==> src/rtl/blcs_pkg.sv <==
// ----------------------------------------------------------------------------
// blcs_pkg
// Shared types, widths and register indexes for the best lepton cut selector.
// ----------------------------------------------------------------------------
`default_nettype none

package blcs_pkg;

    // object positions within one event
    localparam int MAX_OBJECTS = 64;
    localparam int CNT_W       = $clog2(MAX_OBJECTS);
    localparam int IDX_W       = 6;
    localparam int IDX_EXT_W   = (CNT_W > IDX_W) ? CNT_W : IDX_W;

    // field widths
    localparam int MOM_W     = 16;
    localparam int ETA_W     = 12;
    localparam int ISO_W     = 16;
    localparam int IMP_W     = 16;
    localparam int ETA_CFG_W = 11;
    localparam int IMP_CFG_W = 15;
    localparam int ISO_SUM_W = ISO_W + 2;
    localparam int ISO_LHS_W = ISO_SUM_W + 8;
    localparam int ISO_RHS_W = ISO_W + MOM_W;

    // stream widths
    localparam int IN_DATA_W  = 112;
    localparam int OUT_DATA_W = 24;

    // configuration port
    localparam int CFG_IDX_W  = 3;
    localparam int CFG_DATA_W = 16;

    // queue between classifier and tracker
    localparam int FIFO_DEPTH = 4;
    localparam int FIFO_AW    = $clog2(FIFO_DEPTH);

    typedef enum logic [CFG_IDX_W-1:0] {
        REG_MOMENTUM_MIN     = 3'd0,
        REG_ABS_ETA_MAX      = 3'd1,
        REG_CRACK_LOW        = 3'd2,
        REG_CRACK_HIGH       = 3'd3,
        REG_ISOLATION_MAX    = 3'd4,
        REG_TRANS_IMPACT_MAX = 3'd5,
        REG_LONG_IMPACT_MAX  = 3'd6
    } t_reg_idx;

    typedef struct packed {
        logic [MOM_W-1:0]     momentum_min;
        logic [ETA_CFG_W-1:0] abs_eta_max;
        logic [ETA_CFG_W-1:0] crack_low;
        logic [ETA_CFG_W-1:0] crack_high;
        logic [ISO_W-1:0]     isolation_max;
        logic [IMP_CFG_W-1:0] transverse_impact_max;
        logic [IMP_CFG_W-1:0] longitudinal_impact_max;
    } t_cfg;

    // one classified object
    typedef struct packed {
        logic             pass;
        logic [MOM_W-1:0] momentum;
        logic             last;
    } t_cls;

endpackage

`default_nettype wire

==> src/rtl/blcs_cfg.sv <==
// ----------------------------------------------------------------------------
// blcs_cfg
// Cut register file, written through a plain index/data write port.
// ----------------------------------------------------------------------------
`default_nettype none

module blcs_cfg (
    input  wire logic                             i_clk,
    input  wire logic                             i_rst_n,
    input  wire logic                             i_cfg_we,
    input  wire logic [blcs_pkg::CFG_IDX_W-1:0]   i_cfg_index,
    input  wire logic [blcs_pkg::CFG_DATA_W-1:0]  i_cfg_data,
    output blcs_pkg::t_cfg                        o_cfg
);
    import blcs_pkg::*;

    t_cfg r_cfg;

    // register writes, unknown index ignored
    always_ff @(posedge i_clk) begin
        if (!i_rst_n) begin
            r_cfg.momentum_min            <= '0;
            r_cfg.abs_eta_max             <= '1;
            r_cfg.crack_low               <= '0;
            r_cfg.crack_high              <= '0;
            r_cfg.isolation_max           <= '1;
            r_cfg.transverse_impact_max   <= '1;
            r_cfg.longitudinal_impact_max <= '1;
        end else if (i_cfg_we) begin
            case (i_cfg_index)
                REG_MOMENTUM_MIN:     r_cfg.momentum_min <= i_cfg_data[MOM_W-1:0];
                REG_ABS_ETA_MAX:      r_cfg.abs_eta_max <= i_cfg_data[ETA_CFG_W-1:0];
                REG_CRACK_LOW:        r_cfg.crack_low <= i_cfg_data[ETA_CFG_W-1:0];
                REG_CRACK_HIGH:       r_cfg.crack_high <= i_cfg_data[ETA_CFG_W-1:0];
                REG_ISOLATION_MAX:    r_cfg.isolation_max <= i_cfg_data[ISO_W-1:0];
                REG_TRANS_IMPACT_MAX: begin
                    r_cfg.transverse_impact_max <= i_cfg_data[IMP_CFG_W-1:0];
                end
                REG_LONG_IMPACT_MAX:  begin
                    r_cfg.longitudinal_impact_max <= i_cfg_data[IMP_CFG_W-1:0];
                end
                default: ;
            endcase
        end
    end

    assign o_cfg = r_cfg;

endmodule

`default_nettype wire

==> src/rtl/blcs_front.sv <==
// ----------------------------------------------------------------------------
// blcs_front
// Classifier: unpacks one object and applies all cuts in the request cycle.
// ----------------------------------------------------------------------------
`default_nettype none

module blcs_front (
    input  blcs_pkg::t_cfg                        i_cfg,
    input  wire logic [blcs_pkg::IN_DATA_W-1:0]   i_data,
    input  wire logic                             i_last,
    output blcs_pkg::t_cls                        o_cls
);
    import blcs_pkg::*;

    logic [MOM_W-1:0]     momentum;
    logic [ETA_W-1:0]     eta;
    logic [ISO_W-1:0]     iso_trk;
    logic [ISO_W-1:0]     iso_em;
    logic [ISO_W-1:0]     iso_had;
    logic [IMP_W-1:0]     d0;
    logic [IMP_W-1:0]     dz;
    logic [ETA_W-1:0]     abs_eta;
    logic [IMP_W-1:0]     abs_d0;
    logic [IMP_W-1:0]     abs_dz;
    logic [ISO_SUM_W-1:0] iso_sum;
    logic [ISO_LHS_W-1:0] iso_lhs;
    logic [ISO_RHS_W-1:0] iso_rhs;
    logic                 fail_mom;
    logic                 fail_eta;
    logic                 fail_crack;
    logic                 fail_iso;
    logic                 fail_imp;

    // field unpacking, lowest field first
    assign momentum = i_data[15:0];
    assign eta      = i_data[27:16];
    assign iso_trk  = i_data[43:28];
    assign iso_em   = i_data[59:44];
    assign iso_had  = i_data[75:60];
    assign d0       = i_data[91:76];
    assign dz       = i_data[107:92];

    // magnitudes; most negative code maps to its unsigned magnitude
    assign abs_eta = eta[ETA_W-1] ? (~eta + 1'b1) : eta;
    assign abs_d0  = d0[IMP_W-1] ? (~d0 + 1'b1) : d0;
    assign abs_dz  = dz[IMP_W-1] ? (~dz + 1'b1) : dz;

    // relative isolation without division: sum*256 > iso_max*pt
    assign iso_sum = ISO_SUM_W'(iso_trk) + ISO_SUM_W'(iso_em) + ISO_SUM_W'(iso_had);
    assign iso_lhs = {iso_sum, 8'h00};
    assign iso_rhs = ISO_RHS_W'(i_cfg.isolation_max) * ISO_RHS_W'(momentum);

    // cuts
    assign fail_mom   = momentum < i_cfg.momentum_min;
    assign fail_eta   = abs_eta > ETA_W'(i_cfg.abs_eta_max);
    assign fail_crack = (abs_eta > ETA_W'(i_cfg.crack_low)) &&
                        (abs_eta < ETA_W'(i_cfg.crack_high));
    assign fail_iso   = (momentum != '0) && (ISO_RHS_W'(iso_lhs) > iso_rhs);
    assign fail_imp   = (abs_d0 > IMP_W'(i_cfg.transverse_impact_max)) ||
                        (abs_dz > IMP_W'(i_cfg.longitudinal_impact_max));

    assign o_cls.pass     = !(fail_mom || fail_eta || fail_crack || fail_iso || fail_imp);
    assign o_cls.momentum = momentum;
    assign o_cls.last     = i_last;

endmodule

`default_nettype wire

==> src/rtl/blcs_fifo.sv <==
// ----------------------------------------------------------------------------
// blcs_fifo
// Short queue of classified objects between classifier and tracker.
// ----------------------------------------------------------------------------
`default_nettype none

module blcs_fifo (
    input  wire logic      i_clk,
    input  wire logic      i_rst_n,
    input  wire logic      i_push,
    input  blcs_pkg::t_cls i_wdata,
    output logic           o_full,
    input  wire logic      i_pop,
    output logic           o_empty,
    output blcs_pkg::t_cls o_rdata
);
    import blcs_pkg::*;

    t_cls               r_mem [FIFO_DEPTH];
    logic [FIFO_AW-1:0] r_wr_ptr;
    logic [FIFO_AW-1:0] r_rd_ptr;
    logic [FIFO_AW:0]   r_count;

    assign o_full  = r_count == (FIFO_AW+1)'(FIFO_DEPTH);
    assign o_empty = r_count == '0;
    assign o_rdata = r_mem[r_rd_ptr];

    // storage
    always_ff @(posedge i_clk) begin
        if (i_push) begin
            r_mem[r_wr_ptr] <= i_wdata;
        end
    end

    // pointers and fill level
    always_ff @(posedge i_clk) begin
        if (!i_rst_n) begin
            r_wr_ptr <= '0;
            r_rd_ptr <= '0;
            r_count  <= '0;
        end else begin
            if (i_push) begin
                r_wr_ptr <= r_wr_ptr + 1'b1;
            end
            if (i_pop) begin
                r_rd_ptr <= r_rd_ptr + 1'b1;
            end
            case ({i_push, i_pop})
                2'b10:   r_count <= r_count + 1'b1;
                2'b01:   r_count <= r_count - 1'b1;
                default: r_count <= r_count;
            endcase
        end
    end

endmodule

`default_nettype wire

==> src/rtl/blcs_back.sv <==
// ----------------------------------------------------------------------------
// blcs_back
// Tracker: keeps the highest-momentum passing object and reports per event.
// ----------------------------------------------------------------------------
`default_nettype none

module blcs_back (
    input  wire logic                              i_clk,
    input  wire logic                              i_rst_n,
    input  wire logic                              i_empty,
    input  blcs_pkg::t_cls                         i_cls,
    output logic                                   o_pop,
    output logic                                   o_valid,
    input  wire logic                              i_ready,
    output logic [blcs_pkg::OUT_DATA_W-1:0]        o_data
);
    import blcs_pkg::*;

    logic [CNT_W-1:0]     r_count;
    logic                 r_have;
    logic [CNT_W-1:0]     r_index;
    logic [MOM_W-1:0]     r_mom;
    logic                 r_out_valid;
    logic                 r_out_found;
    logic [IDX_W-1:0]     r_out_index;
    logic [MOM_W-1:0]     r_out_mom;

    logic                 out_free;
    logic                 take;
    logic                 n_have;
    logic [CNT_W-1:0]     n_index;
    logic [MOM_W-1:0]     n_mom;
    logic [IDX_EXT_W-1:0] index_ext;

    // a last object needs the output register free
    assign out_free = !r_out_valid || i_ready;
    assign o_pop    = !i_empty && (!i_cls.last || out_free);

    // best candidate update
    assign take    = i_cls.pass && (!r_have || (i_cls.momentum > r_mom));
    assign n_have  = r_have || take;
    assign n_index = take ? r_count : r_index;
    assign n_mom   = take ? i_cls.momentum : r_mom;
    assign index_ext = IDX_EXT_W'(n_index);

    // event tracking state
    always_ff @(posedge i_clk) begin
        if (!i_rst_n) begin
            r_count <= '0;
            r_have  <= 1'b0;
            r_index <= '0;
            r_mom   <= '0;
        end else if (o_pop) begin
            if (i_cls.last) begin
                r_count <= '0;
                r_have  <= 1'b0;
                r_index <= '0;
                r_mom   <= '0;
            end else begin
                if (r_count != CNT_W'(MAX_OBJECTS - 1)) begin
                    r_count <= r_count + 1'b1;
                end
                r_have  <= n_have;
                r_index <= n_index;
                r_mom   <= n_mom;
            end
        end
    end

    // result register
    always_ff @(posedge i_clk) begin
        if (!i_rst_n) begin
            r_out_valid <= 1'b0;
        end else if (o_pop && i_cls.last) begin
            r_out_valid <= 1'b1;
        end else if (i_ready) begin
            r_out_valid <= 1'b0;
        end
    end

    always_ff @(posedge i_clk) begin
        if (o_pop && i_cls.last) begin
            r_out_found <= n_have;
            r_out_index <= n_have ? index_ext[IDX_W-1:0] : '0;
            r_out_mom   <= n_have ? n_mom : '0;
        end
    end

    assign o_valid = r_out_valid;
    assign o_data  = {1'b0, r_out_mom, r_out_index, r_out_found};

endmodule

`default_nettype wire

==> src/rtl/best_lepton_cut_selector.sv <==
// Throughput: one object per cycle while the queue is not full; the classifier
// does the cuts and the one 16x16 isolation multiply in the request cycle, the
// tracker retires one queued object per cycle unless a last object waits for a
// busy result register, and a 4-entry queue decouples the two.
// Reset: synchronous active low; clears queue, event state, result register
// and loads the default cut values.
// ----------------------------------------------------------------------------
// best_lepton_cut_selector
// Selects the highest-momentum lepton passing kinematic, isolation and impact
// cuts in each event and reports it at the event's last object.
// ----------------------------------------------------------------------------
`default_nettype none

module best_lepton_cut_selector (
    input  wire logic                             i_clk,
    input  wire logic                             i_rst_n,
    // configuration
    input  wire logic                             i_cfg_we,
    input  wire logic [blcs_pkg::CFG_IDX_W-1:0]   i_cfg_index,
    input  wire logic [blcs_pkg::CFG_DATA_W-1:0]  i_cfg_data,
    // object stream
    input  wire logic                             s_axis_tvalid,
    output logic                                  s_axis_tready,
    // momentum, pseudorapidity, track_isolation, calorimeter_em_isolation,
    // calorimeter_had_isolation, transverse_impact, longitudinal_impact
    input  wire logic [blcs_pkg::IN_DATA_W-1:0]   s_axis_tdata,
    input  wire logic                             s_axis_tlast,
    // result stream
    output logic                                  m_axis_tvalid,
    input  wire logic                             m_axis_tready,
    // found, best_index, best_momentum
    output logic [blcs_pkg::OUT_DATA_W-1:0]       m_axis_tdata
);
    import blcs_pkg::*;

    t_cfg cfg;
    t_cls cls_in;
    t_cls cls_out;
    logic fifo_full;
    logic fifo_empty;
    logic fifo_pop;
    logic push;

    assign s_axis_tready = !fifo_full;
    assign push          = s_axis_tvalid && !fifo_full;

    // cut registers
    blcs_cfg u_cfg (
        .i_clk       (i_clk),
        .i_rst_n     (i_rst_n),
        .i_cfg_we    (i_cfg_we),
        .i_cfg_index (i_cfg_index),
        .i_cfg_data  (i_cfg_data),
        .o_cfg       (cfg)
    );

    // classifier
    blcs_front u_front (
        .i_cfg  (cfg),
        .i_data (s_axis_tdata),
        .i_last (s_axis_tlast),
        .o_cls  (cls_in)
    );

    // queue
    blcs_fifo u_fifo (
        .i_clk   (i_clk),
        .i_rst_n (i_rst_n),
        .i_push  (push),
        .i_wdata (cls_in),
        .o_full  (fifo_full),
        .i_pop   (fifo_pop),
        .o_empty (fifo_empty),
        .o_rdata (cls_out)
    );

    // tracker
    blcs_back u_back (
        .i_clk   (i_clk),
        .i_rst_n (i_rst_n),
        .i_empty (fifo_empty),
        .i_cls   (cls_out),
        .o_pop   (fifo_pop),
        .o_valid (m_axis_tvalid),
        .i_ready (m_axis_tready),
        .o_data  (m_axis_tdata)
    );

endmodule

`default_nettype wire
==> config.mk <==
export PLATFORM = sky130hd
export DESIGN_NAME = best_lepton_cut_selector
export DESIGN_NICKNAME = d
export VERILOG_FILES = /design/src/rtl/blcs_pkg.sv /design/src/rtl/blcs_cfg.sv /design/src/rtl/blcs_front.sv /design/src/rtl/blcs_fifo.sv /design/src/rtl/blcs_back.sv /design/src/rtl/best_lepton_cut_selector.sv
export SDC_FILE = /design/constraint.sdc
export NUM_CORES = 1
export LEC_CHECK = 0
export ABC_AREA = 1
export BUFFER_PORTS_ARGS = -buffer_cell sky130_fd_sc_hd__buf_2
export CELL_PAD_IN_SITES_DETAIL_PLACEMENT = 0
export CELL_PAD_IN_SITES_GLOBAL_PLACEMENT = 2
export CORE_ASPECT_RATIO = 0.7
export CORE_MARGIN = 2
export CORE_UTILIZATION = 37
export DETAILED_ROUTE_END_ITERATION = 12
export PLACE_DENSITY_LB_ADDON = 0.1
export SLEW_MARGIN = 10
export SYNTH_ARGS = -nofsm -noshare
export SYNTH_HDL_FRONTEND = slang
export SYNTH_SLANG_ARGS = --single-unit
==> constraint.sdc <==
create_clock -name i_clk -period 7.8 [get_ports i_clk]
set_clock_uncertainty 0.15 [all_clocks]
set_input_delay 0 -clock i_clk [delete_from_list [all_inputs] [get_ports i_clk]]
set_output_delay 0 -clock i_clk [all_outputs]
set_load 0.01 [all_outputs]
Word level (Yosys, flattened, before mapping) --
Memory sizes are Yosys's and may differ from the RTL's. A register that Yosys moved wholly into a read port is not among the register bits. Index checks and enable logic that the tools add are counted. W data, S select, Z words.
Cells by class: multiplexer cells 17, bitwise gates (word level) 3, eq/ne operators 10, $lt $le $gt $ge 8, add/subtract/negate cells 10, reductions and logical operators 35, multipliers 1
Operators with widths (count):
- $mux W16 | 4
- $add A16 B1 Y16 const B | 2
- $gt A16 B15 Y1 | 2
- $gt A26 B32 Y1 | 1
- $mul A16 B16 Y32 | 1
- $not A16 Y16 | 2
- $gt A12 B11 Y1 | 2
- $mux W6 | 4
- $add A18 B16 Y18 | 1
- $add A16 B16 Y17 | 1
- $gt A16 B16 Y1 | 1
- $lt A16 B16 Y1 | 1
- $reduce_and A2 Y1 | 8
- $reduce_bool A16 Y1 | 1
- $add A12 B1 Y12 const B | 1
- $eq A3 B3 Y1 const B | 4
- $lt A12 B11 Y1 | 1
- $mux W12 | 1
- $not A12 Y12 | 1
- $logic_or A1 B1 Y1 | 9
- $add A6 B1 Y6 const B | 1
- $eq A3 B2 Y1 const B | 2
- $logic_and A1 B1 Y1 | 6
- $logic_not A1 Y1 | 6
- 12 further kinds | 21
Storage, ports and cells: logic and storage cells 103, bits in writable memories 72, bits in registers 155, memories kept 1
Memories:
- u_fifo.r_mem | depth 4, bits a word 18, rd ports 1, clocked after memory_dff 1, wr ports 1, line blcs_fifo.sv:19 | t_cls r_mem [FIFO_DEPTH];

Logic depth before layout (Yosys ltp) --
word-level depth 9, depth in mapped cells 40, gate-level depth less buffers 38

Cells and area by module --
From an unflattened synthesis, not the netlist that was laid out.
Second synthesis, totals: cell total of the unflattened synthesis 3085, area total of the unflattened synthesis 23600.1 um2
By module, submodules not included:
- blcs_front | cells each 1992, sequential area each 0.0 um2, area an instance 13726.9 um2, times used 1
- blcs_cfg | cells each 490, sequential area each 1901.8 um2, area an instance 3597.2 um2, times used 1
- blcs_fifo | cells each 231, sequential area each 2342.2 um2, area an instance 3148.0 um2, times used 1
- blcs_back | cells each 369, sequential area each 1291.2 um2, area an instance 3114.2 um2, times used 1
- best_lepton_cut_selector | cells each 3, sequential area each 0.0 um2, area an instance 13.8 um2, times used 1

Worst setup path before layout --
No wires, ideal clock.
path type register -> register, start reg u_cfg.r_cfg (netlist bit u_cfg.o_cfg[35]), end mem u_fifo.r_mem[0][17] (netlist bit), data pin, library setup time 0.258 ns, stages on the path, launching flop included 36, slack 1.087 ns, data required time 7.392 ns, path buffers 2, period minus slack after synthesis 6.713 ns, data arrival time 6.305 ns, cell sequence dfxtp_1 > clkbuf_1 > clkbuf_1 > nand2_1 > fa_1 > inv_1 > fa_1 > inv_1 > fa_1 > inv_1 > fa_1 > fa_1 > inv_1 > fa_1 > inv_1 > ha_1 > nand2_1 > nor2_1 > nand3_1 > nand3b_1 > a31oi_1 > xor2_1 > ha_1 > nand2_1 > inv_1 > nand3_1 > a21oi_1 > nor2_1 > nand2_1 > nand2_1 > nand2_1 > nand2_1 > nor2_1 > nand4_1 > nand2_1 > nor2_1
RTL lines:
- start, declared | line blcs_cfg.sv:17 | t_cfg r_cfg;
- end, declared | line blcs_fifo.sv:19

==> parameters.txt <==
Parameter                              Value

STA
  Clock period minus worst slack    around 7300 ps
  Max frequency    ~0.14 GHz
  Slew of the pin with the lowest slew margin    approximately 1100 ps
  RSZ-0062 raised after global routing    no
  Setup Total Neg Slack    0 ps
  Max-slew violation total from the final report    0
  Number of failing setup endpoints in the final timing report    0
  Total count of hold-check failures in the final report    0
  Fraction of the cycle the final worst path needs    93.4%
  Headroom to the max-slew limit    around 29%

Clocking
  Cts bufs inserted    23
  Number of buffers on the longest clock path    3
  Clock transition at the registers of the reported paths    roughly 70 ps
  Max H-tree Level    1
  CTS tree    yes
  Number of clock sinks seen by CTS    229
  Insertion delay of the later-clocked pin in the worst-skew pair    around 530 ps
  Root cell of the clock tree    sky130_fd_sc_hd__clkbuf_16

GRT
  Initial antenna violation count    1
  Global-route usage over all layers    between 20% and 30%
  Global-route wire length before repair    between 100000 and 150000 um
  Maximum number of pins on one net before global-route repair    between 100 and 150
  Vias in the first global route    approximately 19000
  Aggregate global routing overflow    0

Yosys
  Post-synthesis net count    about 3600
  Number of synthesis warnings    0
  Post-synth EDFFs    95
  Async S/R FF share, synth    0%
  Number of flip-flops and latches in the synthesized netlist    229
  Number of library cell types mapped by synthesis    50
  Sequential-to-total area share from yosys stat    between 20% and 30%
  Cell Area, Synth    about 23000 sq um
  Average footprint of a synthesized cell    roughly 7.7 sq um
  Prevailing post-synth register cell    sky130_fd_sc_hd__dfxtp_1
  Post-synthesis instance total    2993

Drt
  Vias    19100
  Final routed wirelength across all metal layers    between 60000 and 70000 um
  Wire length per cell    ~16 um
  First drt pass iteration count    7
  Count of nets left with antenna violations after detail routing    0
  Number of remaining DRC errors    0
  Starting DRT DRC Count    1074
  Via count normalized by instance count    approximately 4.8

Final layout
  Final #Nets    about 3700
  Synth-to-layout area growth    12.4%
  Most common cell after layout, fill and taps aside    sky130_fd_sc_hd__nand2_1
  Share of layout cells above drive strength 1    8.44%
  Most frequent cells in the layout    720 x sky130_fd_sc_hd__nand2_1, 611 x sky130_fd_sc_hd__inv_1, 256 x sky130_fd_sc_hd__ha_1

Worst hold path
  Terminating pin of the worst hold path    u_back.o_valid$_SDFFE_PN0P_
  Worst hold-check path type    in2reg
  Hold depth    3
  Hold path startpoint    i_rst_n

Critical path
  Largest fanout on the critical path    11
  Worst endpoint required time    7920 ps
  Cell with the largest stage delay on the worst path    sky130_fd_sc_hd__dfxtp_1
  Register-to-Register Path Depth    33
  CP Capture Type    flop
  Worst R2R End    u_fifo.r_mem[1][17]$_DFFE_PP_
  Setup slack on the worst flop-to-flop path    520 ps
  Startpoint of the most critical register-to-register path    u_cfg.o_cfg[43]$_SDFFE_PN1P_
  Critical path data arrival time    ~7400 ps
  Library cell appearing most often on the critical path    sky130_fd_sc_hd__nand2_1
  Category of the critical setup timing path    reg2reg
  Startpoint type of the worst setup path    flop
  Slowest Stage Delay on Critical Path    610 ps

Floorplanning
  Number of placement rows    between 70 and 80
  Core box area    ~61000 sq um
  Die width    302 um
  Number of top-level pins    between 150 and 200
  Initial Util    between 30% and 40%
  Die Y    between 200 and 250 um
  Full die area    about 64000 sq um

Placed design
  Sum of net half-perimeters after detailed placement    50300 um
  Port Buffer Count    157
  Global placement routability congestion    between 0.8 and 0.9

Run
  MaxCap Viol Count    0

Outcome
  Status    complete, no violations
[cell usage after synthesis, types with 15 or more instances]
| cell | instances | share of area (%) |
|---|---|---|
| sky130_fd_sc_hd__o211ai_1 | 43 | 1.4 |
| sky130_fd_sc_hd__o22ai_1 | 16 | 0.44 |
| sky130_fd_sc_hd__dfxtp_1 | 134 | 12 |
| sky130_fd_sc_hd__ha_1 | 256 | 14 |
| sky130_fd_sc_hd__a21oi_1 | 180 | 3.9 |
| sky130_fd_sc_hd__nand4_1 | 15 | 0.41 |
| sky130_fd_sc_hd__nand3b_1 | 23 | 0.75 |
| sky130_fd_sc_hd__xnor2_1 | 35 | 1.3 |
| sky130_fd_sc_hd__nand2_1 | 720 | 12 |
| sky130_fd_sc_hd__o21ai_0 | 114 | 2.5 |
| sky130_fd_sc_hd__edfxtp_1 | 95 | 12 |
| sky130_fd_sc_hd__nor2_1 | 201 | 3.3 |
| sky130_fd_sc_hd__xor2_1 | 50 | 1.9 |
| sky130_fd_sc_hd__clkbuf_1 | 99 | 1.6 |
| sky130_fd_sc_hd__inv_1 | 611 | 10 |
| sky130_fd_sc_hd__fa_1 | 197 | 17 |
| sky130_fd_sc_hd__nand3_1 | 86 | 1.9 |
[area by class of cell]
cell class / count / area [sq um]
inverter: 618 / 2330
tap: 819 / 1020
multi-input combinational: 2026 / 14600
sequential: 229 / 5540
timing repair buffer: 239 / 1540
clock buffer: 28 / 636
clock inverter: 13 / 126
fill: 6366 / 35600
antenna: 1 / 2.50
[kinds of logic (layout without fill, tap and decap cells)]
| family | after synthesis | in the layout | share of synthesized area (%) |
|---|---|---|---|
| AOI/OAI and AO/OA | 406 | 406 | 9.88 |
| xor gates and xnor gates | 85 | 85 | 3.24 |
| adders and majority gates | 453 | 453 | 31.1 |
| buffers and inverters | 738 | 898 | 12.4 |
| DFF | 229 | 229 | 24.1 |
| other | 1 | 2 | 0.0163 |
| and+or+nand+nor | 1081 | 1081 | 19.2 |
[critical path, delay by kind of cell, from the launching register on]
family,cells,cell delay (ps)
AO/OA/AOI/OAI,2,470
AND/OR/NAND/NOR,16,1480
adder cells (fa/ha/maj),8,3570
flip-flops,1,610
buffers and inverters,6,570
XOR/XNOR,1,170
[repair_timing]
| action | CTS | global route |
|---|---|---|
| hold endpoints to repair | 181 | 0 |
| buffers inserted | 0 | 0 |
| hold buffers | 41 | 0 |
| endpoints found under the setup margin | 0 | 4 |
| gates resized for setup | 0 | 7 |
[metrics by stage]
step	utilization (%)	cells	cell area [sq um]	hold WS, ps	setup slack, ps
after global routing	42.0	3973	25800	73.6	9.94
after detailed placement	40.0	3890	24600	79.4	307
final	42.0	3973	25800	81.7	517
after global placement	40.0	3890	24600	76.3	406
after floorplan	-	2993	22900	-51.1	1090
after CTS	42.0	3972	25800	56.6	283
[worst max-delay path by stage]
stage	slack (ps)	startpoint	end
after floorplan	1090	u_cfg.o_cfg[35]$_SDFFE_PN1P_	u_fifo.r_mem[0][17]$_DFFE_PP_
after CTS	280	u_cfg.o_cfg[36]$_SDFFE_PN1P_	u_fifo.r_mem[1][17]$_DFFE_PP_
final	520	u_cfg.o_cfg[43]$_SDFFE_PN1P_	u_fifo.r_mem[1][17]$_DFFE_PP_
after global routing	10	u_cfg.o_cfg[37]$_SDFFE_PN1P_	u_fifo.r_mem[3][17]$_DFFE_PP_
after global placement	410	u_cfg.o_cfg[39]$_SDFFE_PN1P_	u_fifo.r_mem[3][17]$_DFFE_PP_
after detailed placement	310	u_cfg.o_cfg[36]$_SDFFE_PN1P_	u_fifo.r_mem[2][17]$_DFFE_PP_
[flip-flops by register name, summed over array words and instances (netlist names), named ones only]
signal / flops
u_fifo.r_rd_ptr: 2
u_back.r_out_index: 6
u_back.o_valid: 1
u_back.r_mom: 16
u_fifo.r_count: 3
u_cfg.o_cfg: 95
u_back.r_index: 6
u_fifo.r_mem: 72
u_fifo.r_wr_ptr: 2
u_back.r_have: 1
u_back.r_out_found: 1
u_back.r_out_mom: 16
u_back.r_count: 6
[layer usage]
metal	global-route usage, %	up-vias	share of wire [%]
li1	-	9621	-
met1	32.6	9046	54
met3	2.52	53	4.4
met4	2.78	0	1.4
met2	30.6	348	40
met5	0	-	0
Power is left out: the tool's default activity adds up to more than one toggle a clock period on the data nets, which glitch-free logic cannot reach.
